`config.mk`:
```
export PLATFORM = sky130hd
export DESIGN_NAME = object_file_stream_loader_top
export DESIGN_NICKNAME = d
export VERILOG_FILES = /design/src/sv/ofsl_pkg.sv /design/src/sv/object_file_stream_loader_top.sv /design/src/sv/ofsl_core.sv
export SDC_FILE = /design/constraint.sdc
export NUM_CORES = 1
export LEC_CHECK = 0
export BUFFER_PORTS_ARGS = -buffer_cell sky130_fd_sc_hd__buf_2
export CAP_MARGIN = 25
export CELL_PAD_IN_SITES_DETAIL_PLACEMENT = 1
export CELL_PAD_IN_SITES_GLOBAL_PLACEMENT = 2
export CORE_MARGIN = 3
export CORE_UTILIZATION = 36
export CTS_BUF_LIST = sky130_fd_sc_hd__clkbuf_16
export DETAILED_ROUTE_END_ITERATION = 16
export GPL_TIMING_DRIVEN = 0
export PLACE_DENSITY = 0.9
export SYNTH_ARGS = -nofsm -noshare
export SYNTH_HDL_FRONTEND = slang
export SYNTH_HIERARCHICAL = 1
export SYNTH_SLANG_ARGS = --single-unit
```
`constraint.sdc`:
```
create_clock -name i_clk -period 4.5 [get_ports i_clk]
set_input_delay 0.225 -clock i_clk [delete_from_list [all_inputs] [get_ports i_clk]]
set_output_delay 0.225 -clock i_clk [all_outputs]
set_load 0.1 [all_outputs]
```
`src/sv/ofsl_pkg.sv`:
```
// ----------------------------------------------------------------------------
// ofsl_pkg
// shared codes, header words and result type for the object file loader
// ----------------------------------------------------------------------------
package ofsl_pkg;

    // request operation codes
    localparam logic OP_BYTE = 1'b0;
    localparam logic OP_EOF  = 1'b1;

    // parse phases
    localparam logic [2:0] PH_HDR_HI  = 3'd0;
    localparam logic [2:0] PH_HDR_LO  = 3'd1;
    localparam logic [2:0] PH_ADDR_HI = 3'd2;
    localparam logic [2:0] PH_ADDR_LO = 3'd3;
    localparam logic [2:0] PH_CNT_HI  = 3'd4;
    localparam logic [2:0] PH_CNT_LO  = 3'd5;
    localparam logic [2:0] PH_BODY_HI = 3'd6;
    localparam logic [2:0] PH_BODY_LO = 3'd7;

    // record types
    localparam logic [1:0] RT_WORDS  = 2'd0;
    localparam logic [1:0] RT_SYMBOL = 2'd1;
    localparam logic [1:0] RT_NAME   = 2'd2;
    localparam logic [1:0] RT_LINE   = 2'd3;

    // result kinds
    localparam logic [1:0] KIND_WRITE     = 2'd0;
    localparam logic [1:0] KIND_OK        = 2'd1;
    localparam logic [1:0] KIND_FORMAT    = 2'd2;
    localparam logic [1:0] KIND_TRUNCATED = 2'd3;

    // header words
    localparam logic [15:0] HDR_CODE   = 16'hCADE;
    localparam logic [15:0] HDR_DATA   = 16'hDADA;
    localparam logic [15:0] HDR_SYMBOL = 16'hC3B7;
    localparam logic [15:0] HDR_NAME   = 16'hF17E;
    localparam logic [15:0] HDR_LINE   = 16'h715E;

    // a line-number record skips three words
    localparam logic [15:0] LINE_SKIP_BYTES = 16'd6;

    typedef struct packed {
        logic        valid;
        logic [1:0]  kind;
        logic [15:0] addr;
        logic [15:0] data;
    } t_result;

endpackage

```
`src/sv/object_file_stream_loader_top.sv`:
```
// ----------------------------------------------------------------------------
// object_file_stream_loader_top
// byte-stream object file loader: turns code/data records into memory writes
// ----------------------------------------------------------------------------
//  channel | direction | handshake                 | payload
//  --------+-----------+---------------------------+----------------------------------
//  in      | sink      | i_in_valid / o_in_stall   | i_operation, i_data_byte
//  out     | source    | o_out_valid / i_out_stall | o_kind, o_write_address, o_write_data
//
//  one request per cycle sustained while out does not stall; a request passes through
//  the input register, then the parse update into the result register
//  synchronous active-low reset clears the parse state and both valid flags
//  a request leaves the input register only when the result register is free
//  or being drained, so a stall on out while the result register is full backs up into o_in_stall
//  an end-of-file request reports the outcome and returns the parser to idle
// ----------------------------------------------------------------------------
module object_file_stream_loader_top (
    input  logic        i_clk,
    input  logic        i_rst_n,

    input  logic        i_in_valid,
    output logic        o_in_stall,
    input  logic        i_operation,
    input  logic [7:0]  i_data_byte,

    output logic        o_out_valid,
    input  logic        i_out_stall,
    output logic [1:0]  o_kind,
    output logic [15:0] o_write_address,
    output logic [15:0] o_write_data
);

    // input register
    logic        r_in_valid;
    logic        r_in_op;
    logic [7:0]  r_in_byte;

    // result register
    logic        r_out_valid;
    logic [1:0]  r_out_kind;
    logic [15:0] r_out_addr;
    logic [15:0] r_out_data;

    ofsl_pkg::t_result core_result;

    logic out_free;
    logic advance;
    logic in_take;

    // result slot can take a new entry when empty or being drained this cycle
    assign out_free = !r_out_valid || !i_out_stall;
    // held request moves through the parser into the result register
    assign advance  = r_in_valid && out_free;
    // input register is free when empty or emptying
    assign o_in_stall = r_in_valid && !advance;
    assign in_take    = i_in_valid && !o_in_stall;

    always_ff @(posedge i_clk) begin
        if (!i_rst_n) begin
            r_in_valid <= 1'b0;
        end else if (in_take) begin
            r_in_valid <= 1'b1;
        end else if (advance) begin
            r_in_valid <= 1'b0;
        end
    end

    always_ff @(posedge i_clk) begin
        if (in_take) begin
            r_in_op   <= i_operation;
            r_in_byte <= i_data_byte;
        end
    end

    // parse state and per-request update
    ofsl_core u_core (
        .i_clk       (i_clk),
        .i_rst_n     (i_rst_n),
        .i_fire      (advance),
        .i_operation (r_in_op),
        .i_data_byte (r_in_byte),
        .o_result    (core_result)
    );

    always_ff @(posedge i_clk) begin
        if (!i_rst_n) begin
            r_out_valid <= 1'b0;
        end else if (advance) begin
            r_out_valid <= core_result.valid;
        end else if (!i_out_stall) begin
            r_out_valid <= 1'b0;
        end
    end

    always_ff @(posedge i_clk) begin
        if (advance && core_result.valid) begin
            r_out_kind <= core_result.kind;
            r_out_addr <= core_result.addr;
            r_out_data <= core_result.data;
        end
    end

    assign o_out_valid     = r_out_valid;
    assign o_kind          = r_out_kind;
    assign o_write_address = r_out_addr;
    assign o_write_data    = r_out_data;

endmodule

```
`src/sv/ofsl_core.sv`:
```
// ----------------------------------------------------------------------------
// ofsl_core
// parse state registers and the per-request state update
// ----------------------------------------------------------------------------
module ofsl_core (
    input  logic                i_clk,
    input  logic                i_rst_n,
    input  logic                i_fire,
    input  logic                i_operation,
    input  logic [7:0]          i_data_byte,
    output ofsl_pkg::t_result   o_result
);

    logic [2:0]  r_phase, n_phase;
    logic [1:0]  r_rtype, n_rtype;
    logic [7:0]  r_held,  n_held;
    logic [15:0] r_addr,  n_addr;
    logic [15:0] r_count, n_count;
    logic        r_err,   n_err;

    logic [15:0] word;
    logic [15:0] count_dec;

    assign word      = {r_held, i_data_byte};
    assign count_dec = r_count - 16'd1;

    always_comb begin
        n_phase  = r_phase;
        n_rtype  = r_rtype;
        n_held   = r_held;
        n_addr   = r_addr;
        n_count  = r_count;
        n_err    = r_err;
        o_result = '0;

        if (i_operation == ofsl_pkg::OP_EOF) begin
            o_result.valid = 1'b1;
            if (r_err) begin
                o_result.kind = ofsl_pkg::KIND_FORMAT;
            end else if (r_phase != ofsl_pkg::PH_HDR_HI) begin
                o_result.kind = ofsl_pkg::KIND_TRUNCATED;
            end else begin
                o_result.kind = ofsl_pkg::KIND_OK;
            end
            n_phase = ofsl_pkg::PH_HDR_HI;
            n_rtype = ofsl_pkg::RT_WORDS;
            n_held  = '0;
            n_addr  = '0;
            n_count = '0;
            n_err   = 1'b0;
        end else if (!r_err) begin
            case (r_phase)
                ofsl_pkg::PH_HDR_HI,
                ofsl_pkg::PH_ADDR_HI,
                ofsl_pkg::PH_CNT_HI: begin
                    n_held  = i_data_byte;
                    n_phase = r_phase + 3'd1;
                end
                ofsl_pkg::PH_HDR_LO: begin
                    if (word == ofsl_pkg::HDR_CODE || word == ofsl_pkg::HDR_DATA) begin
                        n_rtype = ofsl_pkg::RT_WORDS;
                        n_phase = ofsl_pkg::PH_ADDR_HI;
                    end else if (word == ofsl_pkg::HDR_SYMBOL) begin
                        n_rtype = ofsl_pkg::RT_SYMBOL;
                        n_phase = ofsl_pkg::PH_ADDR_HI;
                    end else if (word == ofsl_pkg::HDR_NAME) begin
                        n_rtype = ofsl_pkg::RT_NAME;
                        n_phase = ofsl_pkg::PH_CNT_HI;
                    end else if (word == ofsl_pkg::HDR_LINE) begin
                        n_rtype = ofsl_pkg::RT_LINE;
                        n_count = ofsl_pkg::LINE_SKIP_BYTES;
                        n_phase = ofsl_pkg::PH_BODY_HI;
                    end else begin
                        n_err   = 1'b1;
                        n_phase = ofsl_pkg::PH_HDR_HI;
                    end
                end
                ofsl_pkg::PH_ADDR_LO: begin
                    n_addr  = word;
                    n_phase = ofsl_pkg::PH_CNT_HI;
                end
                ofsl_pkg::PH_CNT_LO: begin
                    n_count = word;
                    n_phase = (word == 16'd0) ? ofsl_pkg::PH_HDR_HI : ofsl_pkg::PH_BODY_HI;
                end
                ofsl_pkg::PH_BODY_HI: begin
                    if (r_rtype == ofsl_pkg::RT_WORDS) begin
                        n_held  = i_data_byte;
                        n_phase = ofsl_pkg::PH_BODY_LO;
                    end else begin
                        // skipped byte of a symbol, name or line record
                        n_count = count_dec;
                        if (count_dec == 16'd0) begin
                            n_phase = ofsl_pkg::PH_HDR_HI;
                        end
                    end
                end
                ofsl_pkg::PH_BODY_LO: begin
                    o_result.valid = 1'b1;
                    o_result.kind  = ofsl_pkg::KIND_WRITE;
                    o_result.addr  = r_addr;
                    o_result.data  = word;
                    n_addr  = r_addr + 16'd1;
                    n_count = count_dec;
                    n_phase = (count_dec == 16'd0) ? ofsl_pkg::PH_HDR_HI
                                                   : ofsl_pkg::PH_BODY_HI;
                end
                default: begin
                    n_phase = ofsl_pkg::PH_HDR_HI;
                end
            endcase
        end
    end

    always_ff @(posedge i_clk) begin
        if (!i_rst_n) begin
            r_phase <= ofsl_pkg::PH_HDR_HI;
            r_rtype <= ofsl_pkg::RT_WORDS;
            r_held  <= '0;
            r_addr  <= '0;
            r_count <= '0;
            r_err   <= 1'b0;
        end else if (i_fire) begin
            r_phase <= n_phase;
            r_rtype <= n_rtype;
            r_held  <= n_held;
            r_addr  <= n_addr;
            r_count <= n_count;
            r_err   <= n_err;
        end
    end

endmodule

```
==> After elaboration in Yosys (flattened, before gate mapping) <==
Index checks and enable logic that the tools add are counted.
{ "op_classes": {"mux": 49, "n_reduce_logical": 28, "add_sub_neg": 3, "n_eq_ne": 21, "bitwise": 1} }
{ "ops": {"columns": ["operator", "n"], "rows": [
  ["16-bit 2-to-1 mux", 9],
  ["35-bit 2-to-1 mux", 2],
  ["16-bit == test (second input constant)", 4],
  ["16-bit case mux with 4 select lines", 1],
  ["3-bit 2-to-1 mux", 11],
  ["16-bit zero test", 2],
  ["16-bit case mux with 2 select lines", 1],
  ["8-bit 2-to-1 mux", 3],
  ["2-bit 2-to-1 mux", 9],
  ["3-bit case mux with 6 select lines", 1],
  ["16-bit by 1-bit adder with 16-bit output (second input constant)", 1],
  ["16-bit by 15-bit == test with 1-bit output (second input constant)", 1],
  ["8-bit case mux with 2 select lines", 1],
  ["16-bit by 1-bit subtractor with 16-bit output (second input constant)", 1],
  ["3-bit == test (second input constant)", 4],
  ["3-bit inequality test (second input constant)", 4],
  ["1-bit 2-to-1 mux", 11],
  ["5-bit nonzero test", 2],
  ["3-bit nonzero test", 3],
  ["4-bit AND reduction", 2],
  ["8-bit AND reduction", 1],
  ["3-bit by 2-bit == test with 1-bit output (second input constant)", 2],
  ["3-bit by 2-bit inequality test with 1-bit output (second input constant)", 2],
  ["3-bit AND reduction", 2],
  ["other kinds (13)", 22]
]} }
{ "word_totals": {"elab_cells": 115, "reg_bits": 91} }

==> Longest topological paths before layout <==
Gate-level depths: netlist of the first run.
{ "depth": {"depth_word": 8, "mapped_depth": 11, "ltp_nobuf": 9} }

==> By module <==
Netlist of the first run, hierarchy kept.
{ "modules_own_cells": {"columns": ["module", "seq_area_each_um2", "instances", "area_per_inst_um2", "cells_each"], "rows": [
  ["ofsl_core", 920.9, 1, 3330.7, 470],
  ["object_file_stream_loader_top", 1331.3, 1, 1382.6, 53]
]} }

==> Least setup slack after synthesis of the first run <==
OpenSTA, ideal clock, no wires.
{ "synth_path": {"path_kind": "reg-to-reg", "start": "register u_core.r_phase[0]", "end": "register r_out_kind[0] (netlist: o_kind[0]), enable pin", "t_arrival_ps": 3122, "path_buffers": 2, "slack_ps": 941, "t_required_ps": 4063, "stages_incl_launch_ff": 9, "setup_ps": 437, "period_less_slack_ps": 3559, "cell_sequence": "dfxtp_1 > ha_1 > ha_1 > clkbuf_1 > nand2_1 > clkbuf_1 > nand2_1 > nand2_1 > a21oi_1"} }
{ "synth_lines": {"columns": ["item", "line", "rtl"], "rows": [
  ["start: declaration", "ofsl_core.sv:14", "logic [2:0] r_phase, n_phase;"],
  ["start signal: assignment", "ofsl_core.sv:117", "r_phase <= ofsl_pkg::PH_HDR_HI;"],
  ["start signal: assignment", "ofsl_core.sv:124", "r_phase <= n_phase;"],
  ["end signal: assignment", "object_file_stream_loader_top.sv:97", "r_out_kind <= core_result.kind;"],
  ["end: declaration", "object_file_stream_loader_top.sv:40", "logic [1:0] r_out_kind;"]
]} }

==> Worst setup path after layout of the first run <==
{ "layout_path": {"start": "register r_in_byte[2]", "end": "register u_core.r_count[9]"} }
{ "layout_via": {"elab_chain_len": 4, "elab_cells_between_ends": 11, "cone_classes": "9 x eq/ne; 2 x reduce/logical"} }
{ "layout_lines": {"columns": ["item", "line", "rtl"], "rows": [
  ["start: declaration", "object_file_stream_loader_top.sv:36", "logic [7:0] r_in_byte;"],
  ["start signal: assignment", "object_file_stream_loader_top.sv:71", "r_in_byte <= i_data_byte;"],
  ["16-bit == test", "ofsl_core.sv:60", "if (word == ofsl_pkg::HDR_CODE || word == ofsl_pkg::HDR_DATA) begin"],
  ["1-bit logical OR", "ofsl_core.sv:60", null],
  ["3-bit inequality test (no line)", null, null],
  ["8-bit AND reduction (no line) (*)", null, null],
  ["end signal: assignment", "ofsl_core.sv:128", "r_count <= n_count;"],
  ["end: declaration", "ofsl_core.sv:18", "logic [15:0] r_count, n_count;"]
]} }
Mark *: on every way between the ends. The rest lies on a longest branch, timed or not.
A chain may end at the register's enable or synchronous reset.

==> flow_summary_export.csv, run 1 <==
group,metric,value,unit
run_status,status,"finished clean",
synthesis,avgSynthCellArea,9.01,um^2
worst_setup_path,endpoint_kind,"flip-flop",
global_route,grt_use_total,21.9,%
drt,firstDrtPassIters,5,
synthesis,synthTopCellsByCount,"66 x nor2_1, 50 x nand2_1, 48 x dfxtp_1",
power_and_ir_drop,ir_drop,165,uV
drt,drtAntennaViolNets,0,
place,placed_area,0.00520,mm^2
global_route,grt_max_degree,32,
clock_tree,post-cts-setup-buffer-count,0,
synthesis,synth_nets,545,
worst_setup_path,crit_required,4.71,ns
worst_setup_path,critical-path-top-delay-family,"simple AND/OR/NAND/NOR gates",
synthesis,async_flop_share,0,%
layout,num-nets-final,605,
worst_setup_path,cpPeakStageDelay,0.51,ns
synthesis,yosys_most_used_dff,"dfxtp_1",
worst_setup_path,critPathBufInv,2,
die,ios,49,
synthesis,synth_edf_count,43,
worst_setup_path,cpMaxStageDelayCell,"nor4_2",
synthesis,synth_top_cell_area_share,27.4,%
drt,wl_per_cell,20.0,um
worst_setup_path,startpoint_type,"flip-flop",
sta,finalCritPeriodShare,68.7,%
drt,drc,0,
sta,rsz0062_at_grt,"false",
synthesis,synth_adder_area_share,2.39,%
drt,via_per_inst,5.69,
clock_tree,path_clk_slew,0.07,ns
sta,relSlewSlack,45.6,%
synthesis,ys_top_cells_by_area,"edfxtp_1 27%, dfxtp_1 20%, nor2_1 5.3%, a21oi_1 4.4%, nand2_1 4.0%",
synthesis,synth_compound_area_share,17.6,%
sta,layout_min_cycle_time,3.09,ns
clock_tree,cts_resized,0,
drt,dr_total_vias,4327,
synthesis,ys_seq_elements,91,
clock_tree,cts_made_buffers,9,
sta,slew_viol_final,0,
synthesis,yosys-mux-area-fraction,1.83,%
layout,num_antenna_cells,0,
synthesis,synth_xor_xnor_area_share,2.04,%
die,die_w,120,um
global_route,overflow,0,
synthesis,synth_top_family_by_area,"simple AND/OR/NAND/NOR gates",
power_and_ir_drop,leakage,1.97,nW
die,initial_core_util,37.0,%
sta,clock_skew,0.00579,ns
clock_tree,clk_path_buf_depth,2,
synthesis,yosys_warnings,6,
worst_setup_path,path_cells,"clkbuf_1, nand3_1, nor4_2, a311oi_1, o41ai_1, nand2_1, clkbuf_1, a211oi_1, nor3_1",
synthesis,synth.distinct_cells,65,
clock_tree,cts_sinks,91,
global_route,antenna_found_initial,0,
drt,wirelength,15.2,mm
synthesis,synth-simple-area-share,24.4,%
layout,area_growth,16.4,%
clock_tree,cts_hold_buf,0,
die,die_area,0.0145,mm^2
place,globalplace.congestion,0.885,
synthesis,synth_area_leader_cell,"edfxtp_1",
clock_tree,clock_latency,0.35,ns
global_route,grt_pass1_vias,4462,
die,dieHeight,120,um
layout,design_area,0.00549,mm^2
synthesis,yosysMostFrequentCell,"nor2_1",
synthesis,seq_area_frac_synth,47.8,%
synthesis,syn_inst,523,
layout,utilization,43.1,%
place,portBuffers,48,
clock_tree,cts_root_buffer,"clkbuf_16",
min_path,hp-class,"input port to flip-flop",
global_route,grt_pass1_wl,24.5,mm
synthesis,syn_area,0.00471,mm^2
clock_tree,htreeDepth,3,
sta,tightest_slew,0.810,ns
sta,fmax,323,MHz
power_and_ir_drop,power_density,340,mW/mm^2
die,rows,41,
sta,setup_viol,0,
worst_setup_path,cp_max_fo,10,
flow_run,maxCapViolations,0,
layout,drive_above_1_share,13.9,%
sta,finalHoldViolations,0,
place,dpl.hpwl,10.9,mm
die,core_area,0.0127,mm^2
drt,drt_iter0_drc,371,
clock_tree,cts_tree,"yes",
worst_setup_path,cpMostUsedCell,"clkbuf_1",
worst_setup_path,criticalPathCategory,"flip-flop to flip-flop",
worst_setup_path,arrival,3.30,ns
-- sequential cells by signal, indices dropped and copies added, names as in the netlist, 2 cells and up --
| signal | count |
|---|---|
| r_in_byte | 8 |
| o_kind | 2 |
| u_core/r_phase | 3 |
| o_write_address | 16 |
| u_core/r_held | 8 |
| u_core/r_rtype | 2 |
| o_write_data | 16 |
| u_core/r_addr | 16 |
| u_core/r_count | 16 |
-- power breakdown --
group / leakage [nW] / switching (W) / internal (W) / total (W)
clock: 0.149 / 0.000322 / 0.000425 / 0.000747
combinational: 1.02 / 0.000155 / 0.0000546 / 0.000209
sequential: 0.799 / 0.0000229 / 0.000886 / 0.000909
total: 1.97 / 0.000500 / 0.00137 / 0.00186
-- layout make-up --
cell class	count	area (um^2)
well taps	172	215
clock inverters	7	62.6
plain buffers	27	124
flip-flops and latches	91	2250
clock buffers	9	225
fillers	1533	7230
multi-input cells	388	2280
inverters	17	63.8
repair buffers	49	260
-- per-layer routing --
layer	track usage (%)	routed length, um	vias up
met5	0	0	-
met3	3.93	619	19
met1	28.5	7040	2163
met4	6.94	253	0
li1	-	-	2029
met2	36.9	7320	116
-- worst reg2reg max path: cells and delay by family, from the launching register on --
family	cells	cell delay, ns
AND/OR/NAND/NOR	4	1.02
buffers and inverters	2	0.82
AO/OA/AOI/OAI	3	0.79
flip-flops	1	0.32
-- metrics by stage --
stage | total power, W | setup slack [ns] | hold slack [ns] | setup TNS, ns | std cells
final | 0.00186 | 1.41 | 0.0515 | 0 | 760
after global routing | 0.00194 | 1.12 | 0.0361 | 0 | 760
after CTS | 0.00188 | 1.40 | 0.0370 | 0 | 760
after detailed placement | 0.00113 | 1.42 | 0.404 | 0 | 744
after global placement | 0.00113 | -0.327 | 0.404 | -10.95 | 743
after floorplan | 0.00107 | 0.941 | 0.324 | 0 | 523
-- cell families after synthesis --
| kind of cell | after synthesis |
|---|---|
| and+or+nand+nor | 228 |
| AOI/OAI and AO/OA | 132 |
| DFF | 91 |
| buffers and inverters | 44 |
| xor gates and xnor gates | 11 |
| adders and majority gates | 9 |
| muxes | 8 |
-- final timing paths --
kind,start,end,slack (ns),depth (start not counted)
max,r_in_byte[2]$_DFFE_PP_,u_core/r_count[9]$_SDFFE_PN0P_,1.41,9
min,i_data_byte[7],r_in_byte[7]$_DFFE_PP_,0.05,1
max reg2reg,r_in_byte[2]$_DFFE_PP_,u_core/r_count[9]$_SDFFE_PN0P_,1.41,9
min reg2reg,u_core/r_addr[15]$_SDFFE_PN0P_,u_core/r_addr[15]$_SDFFE_PN0P_,0.51,2
-- cells in the final DEF (no fill, tap or decap), types with 6 or more instances in the layout --
master     Yosys  layout
nor2_1        66      66
buf_2          3      51
nand2_1       50      50
dfxtp_1       48      48
edfxtp_1      43      43
a21oi_1       41      40
o21ai_0       26      26
and2_1        25      25
nor3_1        25      25
clkbuf_1      20      20
inv_1         15      18
nand3_1       10      10
clkbuf_16      0       9
o21ai_1        9       9
ha_1           9       9
nor2b_1        7       7
and3_1         7       7
a31oi_1        6       6
xor2_1         6       6
(Power assumes the default switching activity.)
==> inputs of run 2 (changes only) <==
Settings changed: CORE_UTILIZATION 36 to 33, PLACE_DENSITY 0.9 to 0.87.
Clock period 4.5 ns to 2.6 ns, I/O delays scaled along.
==> flow_summary_export.csv, run 2 (synthesis results as in run 1) <==
group,metric,value,unit
sta,tightest_slew,0.796,ns
clock_tree,cts_tree,"yes",
clock_tree,clock_latency,0.35,ns
drt,firstDrtPassIters,5,
min_path,hp-class,"input port to flip-flop",
drt,drtAntennaViolNets,0,
place,globalplace.congestion,0.862,
place,portBuffers,48,
sta,relSlewSlack,46.8,%
layout,utilization,42.8,%
die,core_area,0.0139,mm^2
sta,rsz0062_at_grt,"true",
global_route,grt_use_total,20.5,%
layout,drive_above_1_share,22.0,%
die,dieHeight,126,um
worst_setup_path,endpoint_kind,"flip-flop",
worst_setup_path,path_cells,"buf_6, or4_1, buf_6, nor2_4, nand4_1, a31oi_4, a21oi_4, or4_1, a21oi_2",
drt,via_per_inst,5.67,
place,dpl.hpwl,11.0,mm
sta,finalHoldViolations,0,
global_route,grt_pass1_vias,4679,
worst_setup_path,critPathBufInv,2,
place,dpl.cell_count,751,
global_route,overflow,0,
power_and_ir_drop,power_density,551,mW/mm^2
die,die_area,0.0158,mm^2
worst_setup_path,criticalPathCategory,"flip-flop to flip-flop",
global_route,grt_max_degree,18,
drt,drc,0,
layout,fill_cells,1631,
clock_tree,cts_made_buffers,9,
clock_tree,cts_root_buffer,"clkbuf_16",
sta,finalCritPeriodShare,98.5,%
worst_setup_path,arrival,2.84,ns
sta,fmax,391,MHz
min_path,hold_depth,2,
sta,worst_slack,0.0395,ns
global_route,antenna_found_initial,0,
layout,fin_cells,794,
drt,drt_iter0_drc,346,
sta,slew_viol_final,0,
clock_tree,path_clk_slew,0.07,ns
worst_setup_path,cpPeakStageDelay,0.51,ns
worst_setup_path,cp_max_fo,9,
worst_setup_path,crit_required,2.88,ns
sta,setup_viol,0,
worst_setup_path,critical_path_depth,9,
run_status,status,"finished clean",
layout,num-nets-final,631,
global_route,grt_pass1_wl,25.6,mm
drt,dr_total_vias,4503,
worst_setup_path,cpMaxStageDelayCell,"or4_1",
layout,layout_commonest_cell,"nor2_1",
sta,hold_ws,0.0128,ns
clock_tree,clk_path_buf_depth,2,
power_and_ir_drop,leakage,2.18,nW
layout,area_growth,26.7,%
power_and_ir_drop,p_total,0.00329,W
die,rows,43,
drt,wl_per_cell,20.5,um
layout,num_antenna_cells,0,
place,pre_cts_slack,-0.721,ns
sta,layout_min_cycle_time,2.56,ns
flow_run,maxCapViolations,0,
worst_setup_path,critical-path-top-delay-family,"simple AND/OR/NAND/NOR gates",
die,initial_core_util,33.8,%
die,die_w,126,um
power_and_ir_drop,ir_drop,299,uV
clock_tree,cts_sinks,91,
worst_setup_path,reg2reg_depth,9,
clock_tree,htreeDepth,3,
worst_setup_path,startpoint_type,"flip-flop",
drt,wirelength,16.2,mm
die,ios,49,
sta,clock_skew,0.00667,ns
layout,most-common-layout-cells,"62 x nor2_1, 50 x nand2_1, 50 x buf_2",
run 2: changes by cell type in the layout (fill, tap and decap cells not counted), moves of 3 or more:
cell,delta
a221oi_1,-3
a221oi_2,+3
buf_4,+11
buf_6,+3
clkbuf_1,-8
clkbuf_2,+5
dfxtp_1,-3
dfxtp_2,+3
dlygate4sd3_1,+9
inv_1,-3
nor2_1,-4
nor2_2,+3
run 2: routing by layer:
layer,vias to the layer above,routed length (um),GRT usage [%]
met5,-,0,0
met4,0,386,6.95
met3,32,874,3.80
met2,138,7940,35.1
met1,2256,7040,26.0
li1,2077,-,-
run 2: repair_timing:
action	in CTS	in global routing
pin swaps	3	10
hold buffers	9	0
buffers inserted	6	10
resized for setup	16	45
endpoints found under the setup margin	77	78
cloned	1	2
endpoints found under the hold margin	9	0
run 2: stage by stage:
stage	setup TNS, ns	area [um^2]
final	0	5970
after global routing	-0.231	5970
after CTS	-0.0151	5720
after detailed placement	-35.02	5190
after global placement	-28.10	5190
after floorplan	0	4720
run 2: where the power goes:
part / switching (W) / leakage (nW) / internal, W
logic: 0.000291 / 1.24 / 0.000136
registers: 0.0000406 / 0.800 / 0.00153
clock network: 0.000558 / 0.143 / 0.000734
run 2: cell type report:
class	count	area (um^2)	share of cell area (%)
plain buffers	26	154	2.58
clock buffers	9	225	3.77
clock inverters	7	61.3	1.03
inverters	17	63.8	1.07
multi-input cells	389	2460	41.3
flip-flops and latches	91	2260	37.8
well taps	180	225	3.77
repair buffers	75	522	8.74
run 2: worst paths after layout:
path | slack (ns) | endpoint | from
setup / recovery | 0.04 | u_core/r_phase[0]$_SDFFE_PN0P_ | u_core/r_count[2]$_SDFFE_PN0P_
hold / removal | 0.01 | r_in_valid$_SDFFE_PN0P_ | i_in_valid
setup reg to reg | 0.04 | u_core/r_phase[0]$_SDFFE_PN0P_ | u_core/r_count[2]$_SDFFE_PN0P_
hold reg to reg | 0.50 | u_core/r_count[12]$_SDFFE_PN0P_ | u_core/r_count[12]$_SDFFE_PN0P_
==> inputs of run 3 (changes only) <==
Settings changed: GPL_TIMING_DRIVEN 0 to default, PLACE_DENSITY 0.87 to 0.79, SKIP_LAST_GASP from default to 1.
==> flow_summary_export.csv, run 3 (synthesis results as in run 1) <==
group,metric,value,unit
power_and_ir_drop,power_frac_comb,12.0,%
worst_setup_path,critPathCapture,"u_core/r_phase[0]$_SDFFE_PN0P_",
drt,wl_met2,7.35,mm
power_and_ir_drop,pwr-share-clk,41.2,%
clock_tree,clock_latency,0.35,ns
drt,via_per_inst,5.49,
drt,wl_per_cell,19.4,um
sta,slew_viol_final,0,
layout,fin_cells,786,
worst_setup_path,reg2reg_depth,7,
sta,finalCritPeriodShare,97.3,%
die,core_area,0.0139,mm^2
drt,drt-met1-wl,6.85,mm
power_and_ir_drop,swShare,25.7,%
die,ios,49,
worst_setup_path,rrSetupSlack,0.07,ns
global_route,antenna_found_initial,0,
worst_setup_path,worstSetupStartpoint,"u_core/r_count[4]$_SDFFE_PN0P_",
global_route,grt_pass1_vias,4621,
drt,wl_met3,625,um
worst_setup_path,cp_max_fo,7,
sta,layout_min_cycle_time,2.53,ns
clock_tree,htreeDepth,3,
global_route,grt_max_degree,35,
place,dpl.cell_count,760,
power_and_ir_drop,leakage,2.14,nW
global_route,overflow,0,
clock_tree,cts_root_buffer,"clkbuf_16",
worst_setup_path,startpoint_type,"flip-flop",
sta,finalHoldViolations,0,
drt,top_layer_used,"met4",
sta,setup_viol,0,
global_route,grt_use_total,19.7,%
layout,drive_above_1_share,19.5,%
die,die_w,126,um
power_and_ir_drop,power.switching,0.000860,W
sta,fmax,395,MHz
die,rows,43,
drt,dr_total_vias,4318,
clock_tree,post-cts-setup-buffer-count,0,
clock_tree,path_clk_slew,0.07,ns
drt,drc,0,
die,dieHeight,126,um
layout,area_growth,23.2,%
sta,clock_skew,0.00718,ns
place,dpl.hpwl,10.9,mm
power_and_ir_drop,p_int,0.00249,W
sta,tightest_slew,0.818,ns
drt,firstDrtPassIters,4,
layout,num-nets-final,623,
run_status,status,"finished clean",
power_and_ir_drop,power_density,577,mW/mm^2
die,die_area,0.0158,mm^2
place,placed_area,0.00535,mm^2
power_and_ir_drop,p_total,0.00335,W
clock_tree,cts_made_buffers,9,
sta,relSlewSlack,45.3,%
layout,most-common-layout-cells,"65 x nor2_1, 50 x nand2_1, 48 x buf_2",
flow_run,maxCapViolations,0,
place,portBuffers,48,
worst_setup_path,crit_required,2.88,ns
layout,regArea,0.00225,mm^2
worst_setup_path,endpoint_kind,"flip-flop",
clock_tree,clk_path_buf_depth,2,
worst_setup_path,criticalPathCategory,"flip-flop to flip-flop",
worst_setup_path,arrival,2.81,ns
clock_tree,cts_tree,"yes",
place,globalplace.congestion,0.889,
layout,design_area,0.00581,mm^2
drt,wirelength,15.2,mm
worst_setup_path,crit-reg2reg-launch,"u_core/r_count[4]$_SDFFE_PN0P_",
layout,utilization,41.7,%
clock_tree,cts_sinks,91,
worst_setup_path,regToRegEndpoint,"u_core/r_phase[0]$_SDFFE_PN0P_",
layout,multi_input_area,0.00233,mm^2
drt,drtAntennaViolNets,0,
drt,drt_iter0_drc,305,
global_route,grt_pass1_wl,24.7,mm
power_and_ir_drop,p_seq_share,46.8,%
power_and_ir_drop,ir_drop,254,uV
layout,layout_commonest_cell,"nor2_1",
die,initial_core_util,33.8,%
layout,fill_cells,1635,
sta,hold_ws,0.00992,ns
layout,num_antenna_cells,0,
sta,rsz0062_at_grt,"true",
min_path,hp-class,"input port to flip-flop",
-- run 3: cell types whose count changed in the layout (fill, tap and decap cells not counted), sizes merged --
cell	before	now
clkbuf	29	9
buf	72	85
a21oi	43	42
bufinv	1	2
inv	18	17
-- run 3: worst min-delay path by stage --
| stage | startpoint | to | slack [ns] | cells past startpoint |
|---|---|---|---|---|
| CTS | i_in_valid | r_in_valid$_SDFFE_PN0P_ | 0.0003 | 2 |
| global placement | i_data_byte[6] | r_in_byte[6]$_DFFE_PP_ | 0.31 | 1 |
| floorplan | i_data_byte[0] | r_in_byte[0]$_DFFE_PP_ | 0.23 | 0 |
| finish | i_in_valid | r_in_valid$_SDFFE_PN0P_ | 0.01 | 2 |
| detailed placement | i_data_byte[6] | r_in_byte[6]$_DFFE_PP_ | 0.31 | 1 |
| global route | i_in_valid | r_in_valid$_SDFFE_PN0P_ | 0.01 | 2 |
-- run 3: final cells by class --
cell class	instances	share of cell area, %
multi-input cells	388	40.2
flip-flops and latches	91	38.8
repair buffers	94	10.7
inverters	17	1.10
well taps	180	3.88
clock buffers	9	3.88
clock inverters	7	1.44
-- run 3: layer usage --
metal	up-vias	track usage (%)
li1	2053	-
met1	2151	25.7
met2	86	32.2
met3	28	3.03
met4	0	8.80
met5	-	0
-- run 3: power groups by stage --
stage	logic, W	registers [W]	clock network, W
after floorplan	0.000171	0.00168	0
after CTS	0.000399	0.00157	0.00141
after global routing	0.000432	0.00157	0.00147
after global placement	0.000376	0.00160	0
final	0.000402	0.00157	0.00138
after detailed placement	0.000384	0.00160	0
-- run 3: stage by stage --
step           TNS, ns  setup WS (ns)
2_1_floorplan        0          0.136
3_3_place_gp         0          0.150
6_report             0         0.0714
3_5_place_dp   -0.0444        -0.0372
4_1_cts              0         0.0199
5_1_grt        -0.0280        -0.0115
-- run 3: timing repair --
item,in CTS,in global routing
setup endpoints to repair,3,32
gates resized for setup,2,8
hold endpoints to repair,9,0
pin swaps,0,1
hold buffers,9,0
-- run 3: worst max-delay path, stage by stage (launching register included) --
cell and delay, ns:
dfxtp_1 0.37, or3_4 0.46, a2111oi_1 0.42, o311ai_1 0.24, a31oi_4 0.25, a21oi_4 0.11, or4_1 0.49, a21oi_1 0.12
